### config.mk
export PLATFORM = sky130hd
export DESIGN_NAME = stfs_queue
export DESIGN_NICKNAME = d
export VERILOG_FILES = /design/src/sv/stfs_pkg.sv /design/src/sv/stfs_queue.sv
export SDC_FILE = /design/constraint.sdc
export NUM_CORES = 1
export LEC_CHECK = 0
export ABC_AREA = 1
export BUFFER_PORTS_ARGS = -buffer_cell sky130_fd_sc_hd__buf_2
export CELL_PAD_IN_SITES_DETAIL_PLACEMENT = 0
export CELL_PAD_IN_SITES_GLOBAL_PLACEMENT = 1
export CORE_AREA = 2 2 124 126
export CTS_CLUSTER_DIAMETER = 60
export DETAILED_ROUTE_END_ITERATION = 8
export DIE_AREA = 0 0 126 128
export PLACE_DENSITY = 0.8
export SLEW_MARGIN = 10
export SYNTH_ARGS = -nofsm -noshare
export SYNTH_HDL_FRONTEND = slang
export SYNTH_SLANG_ARGS = --single-unit
### constraint.sdc
create_clock -name i_clk -period 6.8 [get_ports i_clk]
set_input_delay 0.34 -clock i_clk [delete_from_list [all_inputs] [get_ports i_clk]]
set_output_delay 0.34 -clock i_clk [all_outputs]
set_load 0.005 [all_outputs]
### src/sv/stfs_pkg.sv
`timescale 1ns / 1ps
// ----------------------------------------------------------------------------
// stfs_pkg
// Shared widths, operation codes and the command word of the time search unit.
// ----------------------------------------------------------------------------
package stfs_pkg;

    localparam int TIME_W              = 64;
    localparam int SLOT_W              = 10;
    localparam int COUNT_W             = 11;
    localparam int DEFAULT_TABLE_DEPTH = 1024;
    localparam int QUEUE_DEPTH         = 2;

    localparam logic [COUNT_W-1:0] COUNT_RESET = 11'd1;

    localparam logic OP_WRITE  = 1'b0;
    localparam logic OP_LOOKUP = 1'b1;

    typedef struct packed {
        logic              op;
        logic [SLOT_W-1:0] slot;
        logic [TIME_W-1:0] tval;
    } t_cmd;

endpackage

### src/sv/stfs_queue.sv
`timescale 1ns / 1ps
// ----------------------------------------------------------------------------
// stfs_queue
// Short command queue between the front register and the search engine.
// ----------------------------------------------------------------------------
module stfs_queue (
    input  logic           i_clk,
    input  logic           i_rst_n,
    input  logic           i_valid,
    output logic           o_ready,
    input  stfs_pkg::t_cmd i_cmd,
    output logic           o_valid,
    input  logic           i_ready,
    output stfs_pkg::t_cmd o_cmd
);

    localparam int QD  = stfs_pkg::QUEUE_DEPTH;
    localparam int QAW = (QD > 1) ? $clog2(QD) : 1;
    localparam int QCW = $clog2(QD + 1);

    stfs_pkg::t_cmd   r_mem [QD];
    logic [QAW-1:0]   r_wptr;
    logic [QAW-1:0]   r_rptr;
    logic [QCW-1:0]   r_count;
    logic [QAW-1:0]   n_wptr;
    logic [QAW-1:0]   n_rptr;
    logic [QCW-1:0]   n_count;
    logic             w_push;
    logic             w_pop;

    assign o_ready = (r_count != QCW'(QD));
    assign o_valid = (r_count != '0);
    assign o_cmd   = r_mem[r_rptr];
    assign w_push  = i_valid && o_ready;
    assign w_pop   = o_valid && i_ready;

    always_comb begin
        n_wptr  = r_wptr;
        n_rptr  = r_rptr;
        n_count = r_count;
        if (w_push) begin
            n_wptr = (r_wptr == QAW'(QD - 1)) ? '0 : r_wptr + 1'b1;
        end
        if (w_pop) begin
            n_rptr = (r_rptr == QAW'(QD - 1)) ? '0 : r_rptr + 1'b1;
        end
        if (w_push && !w_pop) begin
            n_count = r_count + 1'b1;
        end else if (w_pop && !w_push) begin
            n_count = r_count - 1'b1;
        end
    end

    always_ff @(posedge i_clk) begin
        if (!i_rst_n) begin
            r_wptr  <= '0;
            r_rptr  <= '0;
            r_count <= '0;
        end else begin
            r_wptr  <= n_wptr;
            r_rptr  <= n_rptr;
            r_count <= n_count;
        end
    end

    always_ff @(posedge i_clk) begin
        if (w_push) begin
            r_mem[r_wptr] <= i_cmd;
        end
    end

endmodule

==> results by stage, run 1 <==
Status:
- The flow ran to the end, and the final reports show no timing, DRC or antenna violations.

Timing:
- The final max-slew violation count is 0.
- The final-report hold violation count is 0.
- The highest achievable clock rate is 0.369 GHz.
- The shortest clock period the worst path allows after layout is 2.71 ns.
- In the final timing run, aggregate negative setup slack is 0 ns.
- The final critical path takes up 39.8% of the cycle.
- The post-route worst setup slack is 4.09 ns.
- At the pin with the least slew margin, the transition time is 1.04 ns.
- Setup repair after global routing left no endpoint under its margin.
- Headroom to the max-slew limit came out at 30.8%.
- The final number of setup-violating endpoints is 0.
- The clock arrives with 0.00806 ns of skew.

Clocking:
- At the later pin of the worst-skew pair, clock insertion delay measures 0.41 ns.
- The clock input transition at the sequential cells of the worst setup and hold paths is 0.06 ns.
- The CTS tree is yes.
- The post-cts gate resize count is 0.
- The clock sink count is 155.
- The clock passes through at most 2 buffers.
- The H-tree level count is 4.
- The post-CTS setup buffer count is 0.
- The CTS buffer count is 17.
- The hold buffer count at CTS is 0.
- The clock root buffer master is clkbuf_16.

Critical path:
- The worst setup path is captured at an output port.
- The slowest stage cell on the critical path is buf_4.
- The worst register-to-register path has a depth of 5.
- The peak per-stage delay on the critical path is 0.75 ns.
- The required time at the worst-slack endpoint is 6.46 ns.
- Of all nets on the critical path, the largest fanout is 48.
- STA classifies the critical path startpoint as a flop.
- Traced cell by cell, the critical path runs through buf_4 -> mux2_2 -> buf_2.
- At the worst endpoint, the arrival time is 2.37 ns.
- The start-to-end type of the worst setup path is reg -> out.

Pwr:
- For this design the ratio of total power to cell area is 367 nW/um2.
- The largest vdd supply drop is 0.161 mV.
- Power comes to 2.71 mW.
- Summed over all cells, the static leakage comes to 2.88 nW.

Final layout:
- Summing all multi-input logic gate instances after layout gives 1160 um2.
- In the final design database the tool counted 519 nets.
- Fill cells in the final layout number 1285.
- The number of antenna diodes in the final layout is 0.
- The share of final-layout standard cells stronger than drive strength 1 is 58.5%.
- Summing all flip-flop and latch instances after layout gives 4610 um2.
- From synthesis to final layout, the design area changed by 26.1%.

Route:
- In this run the remaining antenna-violating nets after routing total 0.
- Detailed routing inserted a total of 2943 vias.
- The number of search-and-repair iterations in the first detailed-routing pass is 6.
- The number of design rule violations left after detail routing is 0.
- Dividing the detail-routed wire length by the instance count gives 16.0 um.
- For this block, the initial DRC count from the detailed router was 151.
- In the routed layout, each cell is associated on average with a via count of 4.61.
- The routed design has 10.2 mm of wire.

Synthesis:
- The synthesized net count is 350.
- In this run the mean area of a mapped cell was 21.7 um2.
- The netlist uses 15 different library cells.
- The cell type contributing the most total cell area after synthesis is edfxtp_1.
- After synthesis, the cell types taking the most area are edfxtp_1, mux2_4, mux2_2.
- The count of mapped cells out of synthesis is 270.
- Sequential elements use 78.6% of the synthesized area.
- The flip-flop and latch count after synthesis is 155.
- In this run the cell area of the synthesized design comes to 5850 um2.
- For this run, the number of Yosys warnings is 0.
- Summed over its instances, the top area cell type makes up 76.9% of the synthesized netlist area.

GRT:
- In this run the most used layer during global routing was met2.
- Entering global routing, the biggest net connects 76 pins.
- The initial antenna violation count is 0.
- The global routing usage on met2 is 20.7%.
- The first-pass GRT wire length is 15.4 mm.
- For this run, global-route usage on met1 was measured as 15.0%.
- The via count of the first global-routing pass is 3023.
- The global-route usage over all layers is 12.8%.
- Global routing finished with a remaining overflow of 0.
- The met3 usage in global routing is 5.47%.

Hold path:
- Along the worst hold path, the cell count comes to 1.
- In this run the worst hold path is classified as in -> reg.

Floorplan:
- The floorplan die area is 16100 um2.
- The initial core utilization is 39.4%.
- The number of standard-cell rows in the floorplan is 45.
- The placeable core area is 14900 um2.
- The die is 126 um wide.
- The die height is 128 um.
- For this design the top-level I/O count stands at 156.

Placement:
- The final weighted congestion in routability-driven placement is 0.719.
- Input and output buffers added on the ports amount to 155.
- The detailed-placement wirelength estimate is 6.57 mm.
- Timing analysis after detailed placement gives a worst setup slack of 4.48 ns.

Run:
- The max-capacitance violation count is 0.
-- cells by family (layout without fill, tap and decap cells) --
logic type               Yosys count  in the layout  share of synthesized area (%)
AND/OR/NAND/NOR                   19             19                           1.28
buffers and inverters             16            197                           1.84
multiplexers                      75             75                           17.6
flip-flops                       155            155                           78.6
AO/OA/AOI/OAI                      4              4                          0.385
adder cells (fa/ha/maj)            1              1                          0.214
-- cell type report --
type	instances	area share (%)
well taps	188	3.19
clock buffers	18	5.81
flip-flops and latches	155	62.4
repair buffers	158	10.8
clock inverters	13	1.69
inverters	8	0.407
multi-input cells	99	15.7
-- metrics by stage --
stage	hold slack, ns	instances	instance area, um2	utilization (%)
after floorplan	0.439	270	5850	-
after global placement	0.481	608	6830	45.9
after detailed placement	0.498	608	6830	45.9
after CTS	0.0891	639	7380	49.7
after global routing	0.0892	639	7380	49.7
final	0.116	639	7380	49.7
-- sequential cells by signal (all words and copies together), names as in the netlist, named ones only --
signal / count
r_count: 2
r_mem: 150
r_rptr: 1
r_wptr: 1
-- layout by cell type, fill, tap and decap left out, drive strengths merged, types with 2 or more instances in the layout --
cell type and instances:
nor2 8, bufinv 2, nand2 9, clkinv 7
clkbuf 18, dfxtp 5, clkinvlp 2, inv 10
edfxtp 150, mux2 75, buf 158, o21ai 2
-- worst max-delay path, delay by kind of cell (launching register included) --
kind / cells / cell delay [ns]
flops: 1 / 0.64
buf+inv: 2 / 0.87
mux: 1 / 0.41
-- worst paths after layout --
kind	from	endpoint	slack [ns]
worst min-delay path	i_cmd[24]	r_mem[0][24]$_DFFE_PP_	0.12
worst max register to register	r_count[0]$_SDFFE_PN0P_	r_mem[1][46]$_DFFE_PP_	4.73
worst min register to register	r_rptr$_SDFFE_PN0P_	r_rptr$_SDFFE_PN0P_	0.51
worst max-delay path	flop	o_cmd[3]	4.09
-- layer usage --
layer  routed length [um]  share of wire (%)
met4                  167                1.6
met5                    0                  0
met2                 5110                 50
met3                  706                6.9
met1                 4230                 41
-- cell usage after synthesis --
cell type / n
a21oi_1: 1
buf_2: 2
buf_6: 6
dfxtp_1: 5
edfxtp_1: 150
ha_1: 1
inv_1: 8
mux2_2: 25
mux2_4: 50
nand2_1: 9
nand3_1: 1
nand4_1: 1
nor2_1: 8
o21a_1: 1
o21ai_0: 2
-- power breakdown --
| part | internal [mW] | switching (mW) | leakage, nW | total (mW) |
|---|---|---|---|---|
| registers | 1.21 | 0.0550 | 1.44 | 1.27 |
| logic | 0.301 | 0.260 | 1.17 | 0.561 |
| clock network | 0.533 | 0.346 | 0.271 | 0.879 |
| total | 2.05 | 0.660 | 2.88 | 2.71 |
Note: power is estimated with default switching activity, not from simulation.
==> run 2, diff against run 1 <==
Clock period 6.8 ns to 2.55 ns, I/O delays scaled along.
==> run 2 against run 1 <==
Non-clock buffer count is 77 higher. Register-to-register slack lost 3.9 ns. Clock power grew to 2.8 times the previous value. Flip-flop and latch count did not move. Cell count grew 12%. Die area unchanged. Critical path depth unchanged. Sequential share of layout area decreased by 6.3 points. Largest cell class unchanged.
==> results by stage, run 2 (same netlist as run 1, synthesis figures left out) <==
Pwr:
- The reported leakage power is 3.21 nW (+12%).
- The cell area power density is 905 nW/um2 (+150%).
- The total design power is 7.43 mW (+170%).
- The largest vdd supply drop is 0.558 mV (+250%).

Route:
- The post-detailed-routing wire length is 10.6 mm (+3.9%).
- The detail-routed via count per cell was 4.49 (-2.4%).
- The number of antenna-violating nets in the routed design is 0 (unchanged).
- The number of search-and-repair iterations in the first detailed-routing pass is 4 (-2).
- The total number of vias is 3222 (+9.5%).
- The starting DRC count in detailed routing is 151 (unchanged).
- The number of design rule violations left after detail routing is 0 (unchanged).
- The average detailed-routed wire length per instance is 14.8 um (-7.4%).

Critical path:
- The critical path in this run is classified as reg -> out.
- The register-to-register setup slack is 0.81 ns (-3.92 ns).
- The reg-to-reg critical path startpoint is r_count[0]$_SDFFE_PN0P_.
- The required time at the worst-slack endpoint was 2.42 ns (-4.04 ns).
- STA classifies the critical path endpoint as an output port.
- The end of the worst register-to-register path is r_mem[1][17]$_DFFE_PP_.
- In this run the worst setup path terminates at o_cmd[60].
- The worst setup path is launched from a flop.
- The logic depth of the worst register-to-register path is 5 (unchanged).
- The data arrival time of the critical path came to 1.77 ns (-0.60 ns).
- The worst-path maximum fanout came to 75 (+56%).

GRT:
- The first-pass GRT wire length is 16.2 mm (+5.3%).
- The via count of the first global-routing pass was 3408 (+13%).
- The global-route usage over all layers is 13.3% (+0.49 points).
- The largest net degree at the start of global routing is 76 (unchanged).
- The initial antenna violation count is 0 (unchanged).
- The global route total overflow was 0 (unchanged).

Final layout:
- In the layout the commonest cells are buf_2, edfxtp_1, dlygate4sd3_1, mux2_4, mux2_2.
- The area taken by multi-input logic gates came to 1160 um2 (unchanged).
- The number of nets in the final layout is 596 (+15%).
- The fill cell instance count of the final layout was 1201 (-6.5%).
- The register area is 4610 um2 (unchanged).
- From synthesis to final layout, the design area changed by 40.2%.
- r_mem holds more flip-flops than any other register.
- The largest registers in the layout are r_mem x150, r_count x2.
- The final cell area excluding filler cells is 8210 um2 (+11%).
- The most common cell after layout, fill and taps aside is buf_2.
- The count of antenna diodes in the layout was 0 (unchanged).
- The number of flip-flops under the largest register name is 150 (unchanged).
- The share of final-layout standard cells stronger than drive strength 1 is 50.1% (-8.4 points).

Hold path:
- The hold path depth came to 4 (+3).
- The class of the tightest hold or removal check is in -> reg.

Floorplan:
- The floorplan die area is 16100 um2 (unchanged).
- The die outline width is 126 um (unchanged).
- The number of top-level pins is 156 (unchanged).
- The number of standard-cell rows in the floorplan is 45 (unchanged).
- The die height is 128 um (unchanged).
- The initial core utilization is 39.4% (unchanged).
- The placeable core area is 14900 um2 (unchanged).

Timing:
- The worst slew margin relative to its limit came to 60.0% (+29 points).
- The final max-slew violation count is 0 (unchanged).
- The slew at the pin with the worst max-slew slack came to 0.601 ns (-0.438 ns).
- The worst path needs 1.90 ns of the cycle, external delays included.
- The final-report hold violation count is 0 (unchanged).
- Setup repair after global routing left no endpoint under its margin.
- The final number of setup-violating endpoints is 0 (unchanged).
- The final setup skew came to 0.0126 ns (+0.00455 ns).
- Derived from the worst setup path, the maximum achievable clock frequency is 0.527 GHz.
- The share of the clock period used by the worst path after layout is 74.4%.

Placement:
- The final weighted congestion in routability-driven placement was 0.678 (-5.6%).
- The number of I/O port buffers came to 155 (unchanged).
- The total placed instance area is 6860 um2 (+0.48%).
- The detailed-placement wirelength estimate is 6.35 mm (-3.3%).

Clocking:
- The post-CTS setup buffer count is 0 (unchanged).
- The H-tree level count is 4 (unchanged).
- The clock input transition at the sequential cells of the worst setup and hold paths is 0.06 ns (about the same).
- The CTS buffer count is 17 (unchanged).
- The CTS tree is yes.
- The later-pin clock latency in the skew report is 0.42 ns (about the same).
- The tree is rooted in a clkbuf_16.
- The post-cts gate resize count is 0 (unchanged).
- The buffer levels on the longest clock path is 2 (unchanged).
- The clock sink count came to 155 (unchanged).
- The hold buffer count at CTS was 76 (+76).

Run:
- The max-capacitance violation count was 0 (unchanged).

Status:
- The run finished with clean final reports.
[run 2: final cells by class]
class | count | share of cell area [%]
timing repair buffer | 235 | 19.4
clock inverter | 13 | 1.84
inverter | 8 | 0.366
clock buffer | 19 | 5.28
sequential | 155 | 56.2
tap | 188 | 2.87
multi-input combinational | 99 | 14.1
[run 2: layer usage]
metal / up-vias / global-route usage, % / share of wire (%)
li1: 1542 / - / -
met1: 1554 / 14.4 / 40
met2: 110 / 23.4 / 52
met3: 16 / 5.38 / 6.0
met4: 0 / 4.91 / 1.5
met5: - / 0 / 0
[run 2: per-stage QoR]
| stage | setup slack [ns] | TNS (ns) | hold slack (ns) | util [%] | cells |
|---|---|---|---|---|---|
| after floorplan | -0.436 | -65.42 | 0.226 | - | 270 |
| after global placement | 0.901 | 0 | 0.315 | 46.2 | 609 |
| after detailed placement | 0.809 | 0 | 0.319 | 46.2 | 609 |
| after CTS | 0.621 | 0 | 0.117 | 55.2 | 717 |
| after global routing | 0.584 | 0 | 0.193 | 55.2 | 717 |
| final | 0.652 | 0 | 0.136 | 55.2 | 717 |
[run 2: worst min-delay path by stage]
stage | start | endpoint | slack, ns
floorplan | i_cmd[0] | r_mem[0][0]$_DFFE_PP_ | 0.23
global placement | i_cmd[70] | r_mem[1][70]$_DFFE_PP_ | 0.32
detailed placement | i_cmd[57] | r_mem[0][57]$_DFFE_PP_ | 0.32
CTS | i_ready | r_rptr$_SDFFE_PN0P_ | 0.12
global route | i_ready | flop | 0.19
finish | i_ready | r_rptr$_SDFFE_PN0P_ | 0.14
[run 2: worst max-delay path, cell delays in order, from the launching register on]
cell	delay (ns)
dfxtp_4	0.35
buf_12	0.42
mux2_2	0.42
buf_2	0.13
[run 2: report_power, final]
group | leakage (nW) | internal [mW] | switching (mW)
sequential | 1.44 | 3.22 | 0.0916
combinational | 1.50 | 0.902 | 0.771
clock | 0.274 | 1.52 | 0.916
total | 3.21 | 5.65 | 1.78
==> run 3, diff against run 2 <==
Settings changed: PLACE_DENSITY 0.8 to 0.83.
Clock period 2.55 ns to 1.7 ns, I/O delays scaled along.
==> run 3 against run 2 <==
Hold slack got worse by 0.052 ns. Die area unchanged. Flip-flop and latch count unchanged. Sequential share of layout area is 0.78 points lower. Routed wire length rose by 4.5%. Power rose by 53%. Critical path depth did not move. Register-to-register slack got worse by 0.55 ns. Combinational power is 59% higher. Clock power is 51% higher. Utilization is 0.79 points higher. Sequential power up 51%.
==> results by stage, run 3 (same netlist as run 1, synthesis figures left out) <==
Critical path:
- The kind of end point of the critical path is an output port.
- The cell family with the largest share of critical-path delay is flip-flops.
- The data arrival time of the critical path is 1.55 ns (-0.22 ns).
- Traced cell by cell, the critical path runs through buf_12 -> mux2_2 -> buf_2.
- For this design, the slowest cell found on the critical path is dfxtp_4.
- The peak per-stage delay on the critical path is 0.41 ns (about the same).
- The count of buffering cells on the critical path with inverters included was 2 (unchanged).
- The required time at the worst-slack endpoint is 1.62 ns (-0.80 ns).
- The worst-path maximum fanout is 29 (-61%).
- The worst setup path is of the reg -> out kind.
- STA classifies the critical path startpoint as a flop.

Final layout:
- The number of flip-flops under the largest register name is 150 (unchanged).
- The fill cell instance count of the final layout is 1166 (-2.9%).
- The share of final-layout standard cells stronger than drive strength 1 is 51.2% (+1.1 points).
- The final cell area excluding filler cells is 8320 um2 (+1.4%).
- Ranked by flip-flop count, first place goes to r_mem.
- Compared with the post-synthesis result, the final layout area differs by 42.2%.
- The number of nets in the final layout is 599 (+0.50%).
- The register area was 4610 um2 (about the same).
- Leaving out fill and tap cells, the most frequent cell in the layout is buf_2.
- Leaving out fill and tap cells, the most frequent cells in the layout are buf_2, edfxtp_1, dlygate4sd3_1, mux2_4, mux2_2.
- The largest registers in the layout are r_mem x150, r_count x2.
- The count of antenna diodes in the layout is 0 (unchanged).
- The area taken by multi-input logic gates is 1190 um2 (+2.9%).

Pwr:
- The largest vdd supply drop is 0.774 mV (+39%).
- The reported leakage power came to 3.27 nW (+1.9%).
- The cell area power density is 1370 nW/um2 (+51%).

Status:
- The run finished with clean final reports.

Clocking:
- The H-tree level count is 4 (unchanged).
- The clock root buffer master is clkbuf_16.
- The clock input transition at the sequential cells of the worst setup and hold paths is 0.06 ns (about the same).
- The CTS tree is yes.
- The later-pin clock latency in the skew report is 0.41 ns (about the same).
- The buffer levels on the longest clock path was 2 (unchanged).
- The clock sink count was 155 (unchanged).
- The CTS buffer count is 17 (unchanged).
- The post-CTS setup buffer count is 0 (unchanged).

Placement:
- The worst setup timing slack at the placement stage came to 0.275 ns (-0.534 ns).
- The detailed-placement wirelength estimate is 6.91 mm (+8.8%).
- The number of I/O port buffers is 155 (unchanged).
- The total placed instance area is 6930 um2 (+1.0%).
- The final weighted congestion in routability-driven placement came to 0.704 (+3.8%).

Timing:
- The final setup skew is 0.00727 ns (-0.00535 ns).
- The slew at the pin with the worst max-slew slack came to 0.376 ns (-0.225 ns).
- The post-route worst setup slack was 0.0637 ns (-0.588 ns).
- The final number of setup-violating endpoints is 0 (unchanged).
- Setup repair after global routing could not meet its margin everywhere.
- The final-report hold violation count is 0 (unchanged).
- The worst slew margin relative to its limit came to 75.0% (+15 points).
- For this run, the top clock speed supported by timing is 0.611 GHz.
- After layout, the worst path uses 96.3% of the clock period.
- The final max-slew violation count came to 0 (unchanged).
- For the finished layout, the period the worst path requires is 1.64 ns.

Run:
- The max-capacitance violation count is 0 (unchanged).

Floorplan:
- The initial core utilization is 39.4% (unchanged).
- The number of standard-cell rows in the floorplan is 45 (unchanged).
- The floorplan die area came to 16100 um2 (unchanged).
- The number of top-level pins is 156 (unchanged).
- The placeable core area is 14900 um2 (unchanged).
- The die outline width is 126 um (unchanged).
- The die height came to 128 um (unchanged).

Route:
- The detail-routed via count per cell came to 4.58 (+2.0%).
- The post-detailed-routing wire length was 11.1 mm (+4.5%).
- The number of antenna-violating nets in the routed design was 0 (unchanged).
- The total number of vias is 3294 (+2.2%).
- The starting DRC count in detailed routing is 151 (unchanged).
- The number of search-and-repair iterations in the first detailed-routing pass came to 4 (unchanged).
- The average detailed-routed wire length per instance came to 15.4 um (+4.3%).
- The number of design rule violations left after detail routing was 0 (unchanged).

GRT:
- The first-pass GRT wire length is 17.2 mm (+6.2%).
- The largest net degree at the start of global routing is 49 (-36%).
- The via count of the first global-routing pass is 3460 (+1.5%).
- The global route total overflow was 0 (unchanged).
- The global-route usage over all layers is 14.1% (+0.85 points).
- The initial antenna violation count is 0 (unchanged).

Hold path:
- The class of the tightest hold or removal check is in -> reg.
## run 3: power breakdown
part           leakage, nW  switching [mW]  internal [mW]
Combinational         1.55            1.19           1.47
Clock                0.277            1.40           2.29
Sequential            1.44           0.170           4.84
## run 3: repair_timing
item                       CTS  global route
hold buffers                76             0
hold endpoints to repair   155             0
resized for setup            5             1
setup endpoints to repair   11            46
cloned                       0             1
## run 3: worst paths after layout
| kind | start | endpoint | slack, ns | cells after the start |
|---|---|---|---|---|
| hold reg to reg | r_rptr$_SDFFE_PN0P_ | flop | 0.50 | 2 |
| setup / recovery | flop | o_cmd[55] | 0.06 | 3 |
| setup reg to reg | r_count[1]$_SDFFE_PN0P_ | r_count[1]$_SDFFE_PN0P_ | 0.26 | 9 |
| hold / removal | i_valid | r_wptr$_SDFFE_PN0P_ | 0.08 | 4 |
## run 3: worst register-to-register path, delay by kind of cell, from the launching register on
kind,cells,cell delay [ns]
AND/OR/NAND/NOR,5,0.45
flip-flops,1,0.42
adder cells (fa/ha/maj),1,0.32
buffers and inverters,3,0.20
## run 3: metrics by stage
stage | power (mW) | hold slack, ns | utilization [%] | cells | setup TNS (ns)
4_1_cts | 11.5 | 0.0596 | 55.8 | 718 | -0.0524
5_1_grt | 11.9 | 0.0778 | 56.0 | 719 | -0.0440
6_report | 11.4 | 0.0839 | 56.0 | 719 | 0
2_1_floorplan | 6.60 | 0.184 | - | 270 | -52.30
3_5_place_dp | 7.57 | 0.276 | 46.6 | 611 | 0
3_3_place_gp | 7.49 | 0.274 | 46.6 | 611 | 0
## run 3: per-layer routing
layer	global-route usage, %	wire [um]
met2	25.3	5900
met1	15.5	4410
met4	6.21	171
met5	0	0
met3	4.34	624
## run 3: cell type report
type                            instances  area share [%]
Sequential cell                       155            55.4
Timing Repair Buffer                  238            20.1
Multi-Input combinational cell         99            14.3
Clock buffer                           19            5.20
Tap cell                              188            2.83
Clock inverter                         12            1.79
Inverter                                8           0.361
