===== config.mk =====
export PLATFORM = sky130hd
export DESIGN_NAME = stfs_front
export DESIGN_NICKNAME = d
export VERILOG_FILES = /design/src/sv/stfs_pkg.sv /design/src/sv/stfs_front.sv
export SDC_FILE = /design/constraint.sdc
export NUM_CORES = 1
export LEC_CHECK = 0
export BUFFER_PORTS_ARGS = -buffer_cell sky130_fd_sc_hd__buf_2
export CAP_MARGIN = 20
export CORE_UTILIZATION = 36
export DETAILED_ROUTE_END_ITERATION = 7
export GPL_ROUTABILITY_DRIVEN = 0
export GPL_TIMING_DRIVEN = 0
export PLACE_DENSITY = 0.71
export RECOVER_POWER = 100
export SYNTH_ARGS = -nofsm -noshare
export SYNTH_HDL_FRONTEND = slang
export SYNTH_SLANG_ARGS = --single-unit

===== constraint.sdc =====
create_clock -name i_clk -period 1.6 [get_ports i_clk]
set_clock_uncertainty 0.1 [all_clocks]
set_input_delay 0.08 -clock i_clk [delete_from_list [all_inputs] [get_ports i_clk]]
set_output_delay 0.08 -clock i_clk [all_outputs]
set_load 0.005 [all_outputs]

===== src/sv/stfs_pkg.sv =====
`timescale 1ns / 1ps
// ----------------------------------------------------------------------------
// stfs_pkg
// Shared widths, operation codes and the command word of the time search unit.
// ----------------------------------------------------------------------------
package stfs_pkg;

    localparam int TIME_W              = 64;
    localparam int SLOT_W              = 10;
    localparam int COUNT_W             = 11;
    localparam int DEFAULT_TABLE_DEPTH = 1024;
    localparam int QUEUE_DEPTH         = 2;

    localparam logic [COUNT_W-1:0] COUNT_RESET = 11'd1;

    localparam logic OP_WRITE  = 1'b0;
    localparam logic OP_LOOKUP = 1'b1;

    typedef struct packed {
        logic              op;
        logic [SLOT_W-1:0] slot;
        logic [TIME_W-1:0] tval;
    } t_cmd;

endpackage


===== src/sv/stfs_front.sv =====
`timescale 1ns / 1ps
// ----------------------------------------------------------------------------
// stfs_front
// Input register: accepts words, sorts them into table writes and lookups,
// and drops writes aimed past the end of the table.
// ----------------------------------------------------------------------------
module stfs_front #(
    parameter int TABLE_DEPTH = stfs_pkg::DEFAULT_TABLE_DEPTH
) (
    input  logic                          i_clk,
    input  logic                          i_rst_n,
    input  logic                          i_valid,
    output logic                          o_ready,
    input  logic                          i_mode,
    input  logic [stfs_pkg::SLOT_W-1:0]   i_entry_index,
    input  logic [stfs_pkg::TIME_W-1:0]   i_time_value,
    output logic                          o_cmd_valid,
    input  logic                          i_cmd_ready,
    output stfs_pkg::t_cmd                o_cmd
);

    logic           r_valid;
    logic           n_valid;
    stfs_pkg::t_cmd r_cmd;
    logic           w_accept;
    logic           w_keep;

    assign o_ready     = !r_valid || i_cmd_ready;
    assign w_accept    = i_valid && o_ready;
    // a write to a slot beyond the table does nothing and gives no word
    assign w_keep      = (i_mode == stfs_pkg::OP_LOOKUP) ||
                         (32'(i_entry_index) < TABLE_DEPTH);
    assign o_cmd_valid = r_valid;
    assign o_cmd       = r_cmd;

    always_comb begin
        n_valid = r_valid;
        if (r_valid && i_cmd_ready) begin
            n_valid = 1'b0;
        end
        if (w_accept && w_keep) begin
            n_valid = 1'b1;
        end
    end

    always_ff @(posedge i_clk) begin
        if (!i_rst_n) begin
            r_valid <= 1'b0;
        end else begin
            r_valid <= n_valid;
        end
    end

    always_ff @(posedge i_clk) begin
        if (w_accept && w_keep) begin
            r_cmd.op   <= i_mode;
            r_cmd.slot <= i_entry_index;
            r_cmd.tval <= i_time_value;
        end
    end

endmodule


==> metrics.txt, run 1 <==
# TYPE chip_impl_metric gauge
chip_impl_info{name="status",value="finished clean"} 1
chip_impl_info{name="r2r_end",value="o_cmd[27]"} 1
chip_impl_info{name="synth_top_area_cell",value="edfxtp_1"} 1
chip_impl_metric{name="htreeDepth",unit=""} 3
chip_impl_metric{name="detail_route.wl_per_cell",unit="um"} 16.4
chip_impl_metric{name="grt_start_max_net_pins",unit=""} 39
chip_impl_info{name="cp_top_family",value="simple AND/OR/NAND/NOR gates"} 1
chip_impl_metric{name="final_worst_path_period_need",unit="ns"} 1.39
chip_impl_info{name="start_kind",value="flop"} 1
chip_impl_metric{name="finalCritPeriodShare",unit="%"} 87.1
chip_impl_metric{name="chipWidth",unit="um"} 82.1
chip_impl_metric{name="clock-sinks",unit=""} 76
chip_impl_metric{name="post_synth_instance_area",unit="um^2"} 2310
chip_impl_metric{name="multi_input_combinational_cell_area",unit="um^2"} 38.8
chip_impl_metric{name="worst_slack",unit="ns"} 0.207
chip_impl_info{name="crit_type",value="flop to flop"} 1
chip_impl_metric{name="final-instance-count-excl-fill",unit=""} 404
chip_impl_metric{name="drtAntennaViolNets",unit=""} 0
chip_impl_metric{name="synth-edff-count",unit=""} 75
chip_impl_metric{name="reg2reg_setup_slack",unit="ns"} 0.21
chip_impl_metric{name="worst_setup_hold_path_clk_slew",unit="ns"} 0.09
chip_impl_info{name="rsz0062_at_grt",value="no"} 1
chip_impl_metric{name="drt-vias-per-instance",unit=""} 4.31
chip_impl_metric{name="global_route.overflow_total",unit=""} 0
chip_impl_metric{name="final_hold_viol_count",unit=""} 0
chip_impl_metric{name="num-nets-final",unit=""} 403
chip_impl_metric{name="drtIter0Drc",unit=""} 67
chip_impl_metric{name="fp-row-count",unit=""} 28
chip_impl_info{name="timing.critical_path.cells",value="nand2b_4 > and2_4"} 1
chip_impl_metric{name="ffs_w_async_s_r_synth",unit="%"} 0
chip_impl_metric{name="slew_of_the_pin_with_the_lowest_slew_margin",unit="ns"} 0.496
chip_impl_metric{name="detail_route.wirelength",unit="um"} 6610
chip_impl_metric{name="vdd_ir_drop_max",unit="mV"} 0.703
chip_impl_metric{name="finalSetupViolCount",unit=""} 0
chip_impl_metric{name="dp_cells",unit=""} 310
chip_impl_metric{name="initial_utilization",unit="%"} 38.1
chip_impl_metric{name="max_cap_viol_count",unit=""} 0
chip_impl_metric{name="postSynthRegisterBits",unit=""} 76
chip_impl_info{name="timing.critical_path.from",value="o_cmd_valid"} 1
chip_impl_info{name="root_buffer",value="clkbuf_8"} 1
chip_impl_metric{name="register_area",unit="um^2"} 2270
chip_impl_metric{name="antenna_cells",unit=""} 0
chip_impl_metric{name="worst-endpoint-required",unit="ns"} 1.48
chip_impl_info{name="holdCritPathClass",value="input port to flop"} 1
chip_impl_metric{name="yosysSeqAreaShare",unit="%"} 98.4
chip_impl_info{name="worstReg2RegStart",value="o_cmd_valid"} 1
chip_impl_metric{name="max-clock-path-buffers",unit=""} 2
chip_impl_info{name="worst_hold_path.endpoint",value="o_cmd[43]"} 1
chip_impl_metric{name="pwr_density_cell",unit="nW/um^2"} 1060
chip_impl_info{name="crit_slowest_cell",value="and2_4"} 1
chip_impl_metric{name="clock_insertion_delay_at_the_later_pin_of_the_skew_report",unit="ns"} 0.35
chip_impl_metric{name="post_dp_cell_area",unit="um^2"} 3180
chip_impl_metric{name="die_height",unit="um"} 82.1
chip_impl_metric{name="buffers_plus_inverters_on_the_worst_setup_path",unit=""} 0
chip_impl_metric{name="timing.reg2reg.worst_path_depth",unit=""} 2
chip_impl_metric{name="hpwlAfterDp",unit="um"} 3290
chip_impl_metric{name="via_count_of_the_first_global_routing_pass",unit=""} 1918
chip_impl_metric{name="dr_total_vias",unit=""} 1743
chip_impl_info{name="hp-start",value="i_valid"} 1
chip_impl_metric{name="mappedNetlistNets",unit=""} 159
chip_impl_metric{name="setup_total_negative_slack",unit="ns"} 0
chip_impl_metric{name="filler_cell_count",unit=""} 431
chip_impl_metric{name="top_level_ports",unit=""} 156
chip_impl_metric{name="leakage_power_total",unit="nW"} 1.61
chip_impl_metric{name="fmax",unit="MHz"} 718
chip_impl_info{name="critPathCaptureType",value="flop"} 1
chip_impl_metric{name="cts_inserted_buffers",unit=""} 9
chip_impl_metric{name="critPathMaxFanout",unit=""} 38
chip_impl_metric{name="coreArea",unit="um^2"} 6060
chip_impl_info{name="cts_tree",value="done"} 1
chip_impl_metric{name="rel_slew_slack",unit="%"} 66.9
chip_impl_metric{name="worstHoldPathCells",unit=""} 2
chip_impl_metric{name="drt-pass1-iter-count",unit=""} 4
chip_impl_metric{name="io_buffer_count",unit=""} 155
chip_impl_metric{name="avgSynthCellArea",unit="um^2"} 28.9
chip_impl_metric{name="design.die.area",unit="um^2"} 6740
chip_impl_metric{name="drt_drc_violations_left",unit=""} 0
chip_impl_metric{name="final_max_slew_viol_count",unit=""} 0
chip_impl_info{name="synth_most_common_cell",value="edfxtp_1"} 1
chip_impl_metric{name="drive_gt1_share",unit="%"} 32.8
chip_impl_metric{name="place_worst_setup_slack",unit="ns"} -0.0971
chip_impl_metric{name="timing.critical_path.arrival",unit="ns"} 1.27
chip_impl_info{name="synth.area.top_cells",value="edfxtp_1 (98%), dfxtp_1 (0.87%), nand2b_4 (0.60%)"} 1
chip_impl_metric{name="cts_setup_buffers",unit=""} 0
chip_impl_metric{name="yosys.cell_types.count",unit=""} 6
chip_impl_metric{name="grt_pass1_wl",unit="um"} 9420
chip_impl_metric{name="ys_warn_count",unit=""} 0
chip_impl_metric{name="finish.instance_area",unit="um^2"} 4090
chip_impl_metric{name="synth.top_cell.area_share",unit="%"} 97.5
chip_impl_metric{name="worst_path_largest_cell_delay",unit="ns"} 0.47
chip_impl_metric{name="hold-worst-slack",unit="ns"} 0.280
chip_impl_info{name="synth-main-ff-cell",value="edfxtp_1"} 1
chip_impl_metric{name="postSynthCellCount",unit=""} 80
chip_impl_metric{name="antenna_found_initial",unit=""} 0
chip_impl_metric{name="areaGrowthSynthToFinish",unit="%"} 77.1
chip_impl_metric{name="total_routing_usage_gr",unit="%"} 20.5
==> cells by family after synthesis <==
kind of cell	share of synthesized area, %
AND/OR/NAND/NOR	0.975
flip-flops	98.4
buffers and inverters	0.162
AO/OA/AOI/OAI	0.488
==> flip-flops by register name (all words and copies together) (netlist names) <==
name,flops
o_cmd,75
o_cmd_valid,1
==> per-stage QoR <==
stage	util (%)	total power [mW]
floorplan	-	2.46
global placement	52.5	2.66
detailed placement	52.5	2.67
CTS	68.9	4.37
global route	67.5	4.50
finish	67.5	4.35
==> timing repair <==
| item | in CTS | in global routing |
|---|---|---|
| gates resized for setup | 1 | 0 |
| hold buffers | 77 | 0 |
| endpoints found under the hold margin | 76 | 0 |
| setup endpoints to repair | 75 | 0 |
==> worst max path at each step <==
stage	end	cells after the start	slack, ns
3_3_place_gp	o_cmd[18]	2	-0.06
5_1_grt	o_cmd[45]	2	0.12
4_1_cts	o_cmd[45]	2	0.19
6_report	o_cmd[27]	2	0.21
2_1_floorplan	o_cmd[0]	2	0.09
3_5_place_dp	o_cmd[25]	2	-0.1
==> power breakdown <==
part,leakage (nW),switching [mW],total [mW],internal [mW]
combinational,0.780,0.171,0.413,0.242
sequential,0.734,0.0344,2.36,2.33
clock,0.101,0.702,1.58,0.879
total,1.61,0.908,4.35,3.45
==> layer usage <==
metal  track usage, %  vias to the layer above  wire length, um
li1                 -                      809                -
met1             21.9                      805             2380
met2             36.1                      113             3520
met3             6.59                       16              518
met4             10.7                        0              195
met5                0                        -                0
==> cell type report <==
type                    count  area share, %
repair buffers            232           35.9
clock inverters             6           2.14
flip-flops and latches     76           55.6
inverters                   1         0.0918
clock buffers              10           3.12
well taps                  75           2.29
multi-input cells           4          0.948
==> placed cells by master, fill, tap and decap left out <==
cell           instances
buf_2                 91
dlygate4sd3_1         77
edfxtp_1              75
clkbuf_1              65
clkbuf_8               9
and2_4                 2
clkinvlp_4             2
bufinv_16              2
nand2b_4               1
inv_1                  1
a21boi_0               1
clkinv_1               1
inv_6                  1
dfxtp_1                1
(Power assumes the default switching activity.)
==> run 2, diff against run 1 <==
--- a/config.mk
+++ b/config.mk
@@ -11,7 +11,7 @@
 export DETAILED_ROUTE_END_ITERATION = 7
 export GPL_ROUTABILITY_DRIVEN = 0
 export GPL_TIMING_DRIVEN = 0
-export PLACE_DENSITY = 0.71
+export PLACE_DENSITY = 0.83
 export RECOVER_POWER = 100
 export SYNTH_ARGS = -nofsm -noshare
 export SYNTH_HDL_FRONTEND = slang
==> run 2 against run 1 <==
  * Combinational power barely moved
  * First-iteration DRC count fell by 18%
  * Clock-buffer cell count did not move
  * Sequential share of layout area rose by 0.10 points
  * Clock power fell by 3%
  * Register-to-register slack improved by 0.03 ns
  * Utilization fell by 0.12 points
  * Routed wire length fell by 4.1%
  * Critical path type unchanged
==> metrics.txt, run 2 (synthesized netlist as in run 1, its figures left out) <==
# TYPE chip_impl_metric gauge
chip_impl_metric{name="detail_route.wl_per_cell",unit="um"} 15.7
chip_impl_info{name="critPathCaptureType",value="flop"} 1
chip_impl_metric{name="hold-worst-slack",unit="ns"} 0.297
chip_impl_metric{name="register_area",unit="um^2"} 2270
chip_impl_info{name="status",value="finished clean"} 1
chip_impl_info{name="crit_slowest_cell",value="and2_4"} 1
chip_impl_info{name="worstReg2RegStart",value="o_cmd_valid"} 1
chip_impl_metric{name="final_max_slew_viol_count",unit=""} 0
chip_impl_info{name="root_buffer",value="clkbuf_8"} 1
chip_impl_info{name="mostFrequentLayoutCells",value="buf_2 (91), dlygate4sd3_1 (77), edfxtp_1 (75)"} 1
chip_impl_metric{name="grt_pass1_wl",unit="um"} 8750
chip_impl_metric{name="multi_input_combinational_cell_area",unit="um^2"} 38.8
chip_impl_info{name="holdCritPathClass",value="input port to flop"} 1
chip_impl_metric{name="chipWidth",unit="um"} 82.1
chip_impl_metric{name="max_cap_viol_count",unit=""} 0
chip_impl_info{name="cts_tree",value="done"} 1
chip_impl_metric{name="antenna_found_initial",unit=""} 0
chip_impl_metric{name="clock_insertion_delay_at_the_later_pin_of_the_skew_report",unit="ns"} 0.33
chip_impl_metric{name="drt-pass1-iter-count",unit=""} 4
chip_impl_metric{name="critPathMaxFanout",unit=""} 38
chip_impl_metric{name="total_power",unit="mW"} 4.30
chip_impl_metric{name="fp-row-count",unit=""} 28
chip_impl_metric{name="design.die.area",unit="um^2"} 6740
chip_impl_metric{name="antenna_cells",unit=""} 0
chip_impl_metric{name="drtIter0Drc",unit=""} 55
chip_impl_metric{name="dr_total_vias",unit=""} 1746
chip_impl_metric{name="max-clock-path-buffers",unit=""} 2
chip_impl_metric{name="top_level_ports",unit=""} 156
chip_impl_metric{name="drive_gt1_share",unit="%"} 32.5
chip_impl_metric{name="via_count_of_the_first_global_routing_pass",unit=""} 1838
chip_impl_metric{name="cts_inserted_buffers",unit=""} 9
chip_impl_metric{name="total_routing_usage_gr",unit="%"} 19.1
chip_impl_metric{name="num-nets-final",unit=""} 403
chip_impl_info{name="crit_type",value="flop to flop"} 1
chip_impl_info{name="hp-start",value="i_valid"} 1
chip_impl_metric{name="detail_route.wirelength",unit="um"} 6340
chip_impl_metric{name="hpwlAfterDp",unit="um"} 3290
chip_impl_metric{name="final-instance-count-excl-fill",unit=""} 404
chip_impl_metric{name="grt_start_max_net_pins",unit=""} 39
chip_impl_metric{name="flip_flop_count_of_the_largest_register_all_copies_and_words_added",unit=""} 75
chip_impl_metric{name="drtAntennaViolNets",unit=""} 0
chip_impl_metric{name="filler_cell_count",unit=""} 430
chip_impl_info{name="timing.critical_path.cells",value="nand2b_4 > and2_4"} 1
chip_impl_metric{name="dp_cells",unit=""} 310
chip_impl_metric{name="timing.critical_path.arrival",unit="ns"} 1.24
chip_impl_metric{name="htreeDepth",unit=""} 3
chip_impl_info{name="timing.critical_path.from",value="o_cmd_valid"} 1
chip_impl_metric{name="die_height",unit="um"} 82.1
chip_impl_metric{name="leakage_power_total",unit="nW"} 1.62
chip_impl_metric{name="cts_setup_buffers",unit=""} 0
chip_impl_metric{name="coreArea",unit="um^2"} 6060
chip_impl_metric{name="global_route.overflow_total",unit=""} 0
chip_impl_metric{name="worst_setup_hold_path_clk_slew",unit="ns"} 0.08
chip_impl_metric{name="final_core_util",unit="%"} 67.4
chip_impl_metric{name="drt_drc_violations_left",unit=""} 0
chip_impl_metric{name="rel_slew_slack",unit="%"} 67.0
chip_impl_metric{name="drt-vias-per-instance",unit=""} 4.32
chip_impl_info{name="rsz0062_at_grt",value="no"} 1
chip_impl_metric{name="slew_of_the_pin_with_the_lowest_slew_margin",unit="ns"} 0.494
chip_impl_info{name="start_kind",value="flop"} 1
chip_impl_metric{name="pwr_density_cell",unit="nW/um^2"} 1050
chip_impl_metric{name="vdd_ir_drop_max",unit="mV"} 0.632
chip_impl_metric{name="initial_utilization",unit="%"} 38.1
chip_impl_metric{name="worst-endpoint-required",unit="ns"} 1.47
chip_impl_metric{name="finalSetupViolCount",unit=""} 0
chip_impl_metric{name="fmax",unit="MHz"} 732
chip_impl_metric{name="finalCritPeriodShare",unit="%"} 85.4
chip_impl_metric{name="final_worst_path_period_need",unit="ns"} 1.37
chip_impl_metric{name="clock-sinks",unit=""} 76
chip_impl_metric{name="io_buffer_count",unit=""} 155
chip_impl_info{name="final_common_cell",value="buf_2"} 1
chip_impl_metric{name="areaGrowthSynthToFinish",unit="%"} 76.8
chip_impl_metric{name="worst_path_largest_cell_delay",unit="ns"} 0.45
chip_impl_metric{name="final_hold_viol_count",unit=""} 0
-- run 2: cell count changes in the layout (fill, tap and decap cells not counted) --
cell        delta
buf_1          +1
clkbuf_1       -2
clkbuf_2       +1
clkinv_1       +2
clkinvlp_4     -1
inv_6          -1
-- run 2: layer usage --
layer  global-route usage, %  vias up  wire length (um)
met5                       0        -                 0
met4                    10.0        0               108
met3                    7.03       10               516
li1                        -      808                 -
met2                    31.2      107              3190
met1                    21.9      821              2520
-- run 2: layout make-up --
type | count | area share [%]
Sequential cell | 76 | 55.7
Timing Repair Buffer | 232 | 35.9
Clock buffer | 10 | 3.13
Multi-Input combinational cell | 4 | 0.950
Clock inverter | 6 | 1.93
Inverter | 1 | 0.0919
Tap cell | 75 | 2.30
-- run 2: power breakdown --
part	total, mW	leakage (nW)	internal, mW	switching (mW)
registers	2.36	0.734	2.33	0.0331
logic	0.410	0.783	0.243	0.168
clock network	1.53	0.0990	0.864	0.668
total	4.30	1.62	3.43	0.869
-- run 2: through the flow --
stage,setup WS [ns],cell area (um^2),TNS (ns)
after floorplan,0.0866,2310,0
after global placement,-0.0350,3180,-2.32
after detailed placement,-0.0820,3180,-5.92
after CTS,0.216,4170,0
after global routing,0.163,4080,0
final,0.234,4080,0
-- run 2: worst max-delay path: cells and delay by family, from the launching register on --
kind             cells  cell delay [ns]
DFF                  1             0.34
and+or+nand+nor      2             0.54
-- run 2: path summary, 6_finish.rpt --
path / cells past startpoint / to / slack [ns]
hold reg to reg: 2 / o_cmd[68] / 0.87
setup / recovery: 2 / o_cmd[33] / 0.23
hold / removal: 2 / o_cmd[68] / 0.30
setup reg to reg: 2 / o_cmd[33] / 0.23
-- run 2: what timing repair did --
item,in CTS,in global routing
hold buffers,77,0
hold endpoints to repair,76,0
setup endpoints to repair,75,0
resized for setup,1,0
==> run 3, diff against run 2 <==
--- a/config.mk
+++ b/config.mk
@@ -7,6 +7,7 @@
 export LEC_CHECK = 0
 export BUFFER_PORTS_ARGS = -buffer_cell sky130_fd_sc_hd__buf_2
 export CAP_MARGIN = 20
+export CORE_MARGIN = 1.5
 export CORE_UTILIZATION = 36
 export DETAILED_ROUTE_END_ITERATION = 7
 export GPL_ROUTABILITY_DRIVEN = 0
==> run 3 against run 2 <==
  * Clock-buffer cell count unchanged
  * Highest routed layer unchanged
  * Routed wire length down 0.71%
  * Maximum frequency down 2.0%
  * Die area up 2.5%
==> metrics.txt, run 3 (synthesized netlist as in run 1, its figures left out) <==
# TYPE chip_impl_metric gauge
chip_impl_metric{name="global_route.overflow_total",unit=""} 0
chip_impl_metric{name="clock-sinks",unit=""} 76
chip_impl_metric{name="total_routing_usage_gr",unit="%"} 18.6
chip_impl_metric{name="flip_flop_count_of_the_largest_register_all_copies_and_words_added",unit=""} 75
chip_impl_info{name="final_common_cell",value="buf_2"} 1
chip_impl_metric{name="met3WireLength",unit="um"} 499
chip_impl_metric{name="detail_route.wirelength",unit="um"} 6290
chip_impl_metric{name="worst-endpoint-required",unit="ns"} 1.47
chip_impl_metric{name="num-nets-final",unit=""} 403
chip_impl_metric{name="grt_pass1_wl",unit="um"} 9420
chip_impl_metric{name="io_buffer_count",unit=""} 155
chip_impl_metric{name="cts_inserted_buffers",unit=""} 9
chip_impl_info{name="start_kind",value="flop"} 1
chip_impl_metric{name="initial_utilization",unit="%"} 36.8
chip_impl_metric{name="coreArea",unit="um^2"} 6280
chip_impl_metric{name="chipWidth",unit="um"} 83.1
chip_impl_info{name="critPathCaptureType",value="flop"} 1
chip_impl_metric{name="antenna_found_initial",unit=""} 0
chip_impl_metric{name="rel_slew_slack",unit="%"} 66.1
chip_impl_metric{name="drt_drc_violations_left",unit=""} 0
chip_impl_metric{name="finalCritPeriodShare",unit="%"} 87.1
chip_impl_metric{name="dr_total_vias",unit=""} 1740
chip_impl_metric{name="htreeDepth",unit=""} 3
chip_impl_metric{name="critPathMaxFanout",unit=""} 37
chip_impl_metric{name="hpwlAfterDp",unit="um"} 3450
chip_impl_metric{name="drt-vias-per-instance",unit=""} 4.31
chip_impl_metric{name="top_level_ports",unit=""} 156
chip_impl_metric{name="die_height",unit="um"} 83.1
chip_impl_metric{name="vdd_ir_drop_max",unit="mV"} 0.619
chip_impl_info{name="root_buffer",value="clkbuf_8"} 1
chip_impl_metric{name="worst_setup_hold_path_clk_slew",unit="ns"} 0.07
chip_impl_metric{name="setup_total_negative_slack",unit="ns"} 0
chip_impl_metric{name="drive_gt1_share",unit="%"} 38.5
chip_impl_info{name="dr.max_layer_used",value="met4"} 1
chip_impl_metric{name="final_worst_path_period_need",unit="ns"} 1.39
chip_impl_metric{name="max_cap_viol_count",unit=""} 0
chip_impl_metric{name="drtAntennaViolNets",unit=""} 0
chip_impl_metric{name="fmax",unit="MHz"} 717
chip_impl_metric{name="final_max_slew_viol_count",unit=""} 0
chip_impl_metric{name="cts_setup_buffers",unit=""} 0
chip_impl_metric{name="finalSetupViolCount",unit=""} 0
chip_impl_metric{name="antenna_cells",unit=""} 0
chip_impl_metric{name="drt-pass1-iter-count",unit=""} 4
chip_impl_metric{name="leakage_power_total",unit="nW"} 1.65
chip_impl_metric{name="slew_of_the_pin_with_the_lowest_slew_margin",unit="ns"} 0.508
chip_impl_metric{name="design.die.area",unit="um^2"} 6910
chip_impl_metric{name="pwr_density_cell",unit="nW/um^2"} 969
chip_impl_info{name="crit_type",value="flop to flop"} 1
chip_impl_metric{name="m1WireLength",unit="um"} 2370
chip_impl_metric{name="fp-row-count",unit=""} 29
chip_impl_info{name="mostFrequentLayoutCells",value="buf_2 (110), dlygate4sd3_1 (77), edfxtp_1 (75)"} 1
chip_impl_metric{name="final_hold_viol_count",unit=""} 0
chip_impl_info{name="rsz0062_at_grt",value="no"} 1
chip_impl_metric{name="max-clock-path-buffers",unit=""} 2
chip_impl_metric{name="clock_insertion_delay_at_the_later_pin_of_the_skew_report",unit="ns"} 0.33
chip_impl_metric{name="drtIter0Drc",unit=""} 67
chip_impl_info{name="status",value="finished clean"} 1
chip_impl_metric{name="areaGrowthSynthToFinish",unit="%"} 75.3
chip_impl_info{name="cts_tree",value="done"} 1
chip_impl_metric{name="filler_cell_count",unit=""} 477
chip_impl_metric{name="via_count_of_the_first_global_routing_pass",unit=""} 1872
chip_impl_metric{name="detail_route.wl_per_cell",unit="um"} 15.6
chip_impl_metric{name="timing.critical_path.arrival",unit="ns"} 1.27
chip_impl_metric{name="total_power",unit="mW"} 3.92
chip_impl_metric{name="grt_start_max_net_pins",unit=""} 39
chip_impl_metric{name="met2RoutedLength",unit="um"} 3260
chip_impl_info{name="holdCritPathClass",value="input port to flop"} 1
run 3: changes by cell type in the layout (fill, tap and decap cells not counted), sizes merged:
cell      change
buf          +19
clkbuf       -19
bufinv        -2
clkinv        +1
clkinvlp      -1
run 3: where the power goes:
group | switching [mW] | internal [mW]
Sequential | 0.0329 | 2.33
Clock | 0.615 | 0.532
Combinational | 0.168 | 0.249
run 3: final timing paths:
kind | from | end | slack [ns] | depth (start not counted)
max | o_cmd_valid | o_cmd[57] | 0.21 | 2
min | i_valid | o_cmd[71] | 0.31 | 2
max reg2reg | o_cmd_valid | o_cmd[57] | 0.21 | 2
min reg2reg | o_cmd_valid | o_cmd[71] | 0.89 | 2
run 3: critical path: stages (launching register included):
cell and delay [ns]:
dfxtp_1 0.35, nand2b_4 0.10, and2_4 0.48
run 3: layer usage:
layer	global-route usage, %	up-vias
met5	0	-
met4	9.70	0
met3	6.06	16
met1	20.3	816
met2	32.4	98
li1	-	810
run 3: metrics by stage:
| step | instances | utilization (%) | setup slack [ns] | hold slack (ns) | area (um^2) |
|---|---|---|---|---|---|
| 2_1_floorplan | 80 | - | 0.0866 | 0.0789 | 2310 |
| 5_1_grt | 404 | 64.5 | 0.156 | 0.321 | 4050 |
| 3_5_place_dp | 312 | 50.7 | -0.113 | 0.158 | 3180 |
| 6_report | 404 | 64.5 | 0.206 | 0.310 | 4050 |
| 4_1_cts | 404 | 65.4 | 0.192 | 0.299 | 4110 |
| 3_3_place_gp | 312 | 50.7 | -0.0528 | 0.157 | 3180 |
run 3: final cells by class:
| class | count | area [um^2] | share of cell area [%] |
|---|---|---|---|
| Clock buffer | 10 | 128 | 3.15 |
| Clock inverter | 4 | 18.8 | 0.464 |
| Sequential cell | 76 | 2270 | 56.1 |
| Timing Repair Buffer | 232 | 1490 | 36.8 |
| Tap cell | 77 | 96.3 | 2.38 |
| Inverter | 1 | 3.75 | 0.0927 |
| Multi-Input combinational cell | 4 | 38.8 | 0.958 |
run 3: timing repair:
action,in CTS,in global routing
hold buffers,77,0
gates resized for setup,1,0
setup endpoints to repair,75,0
hold endpoints to repair,76,0
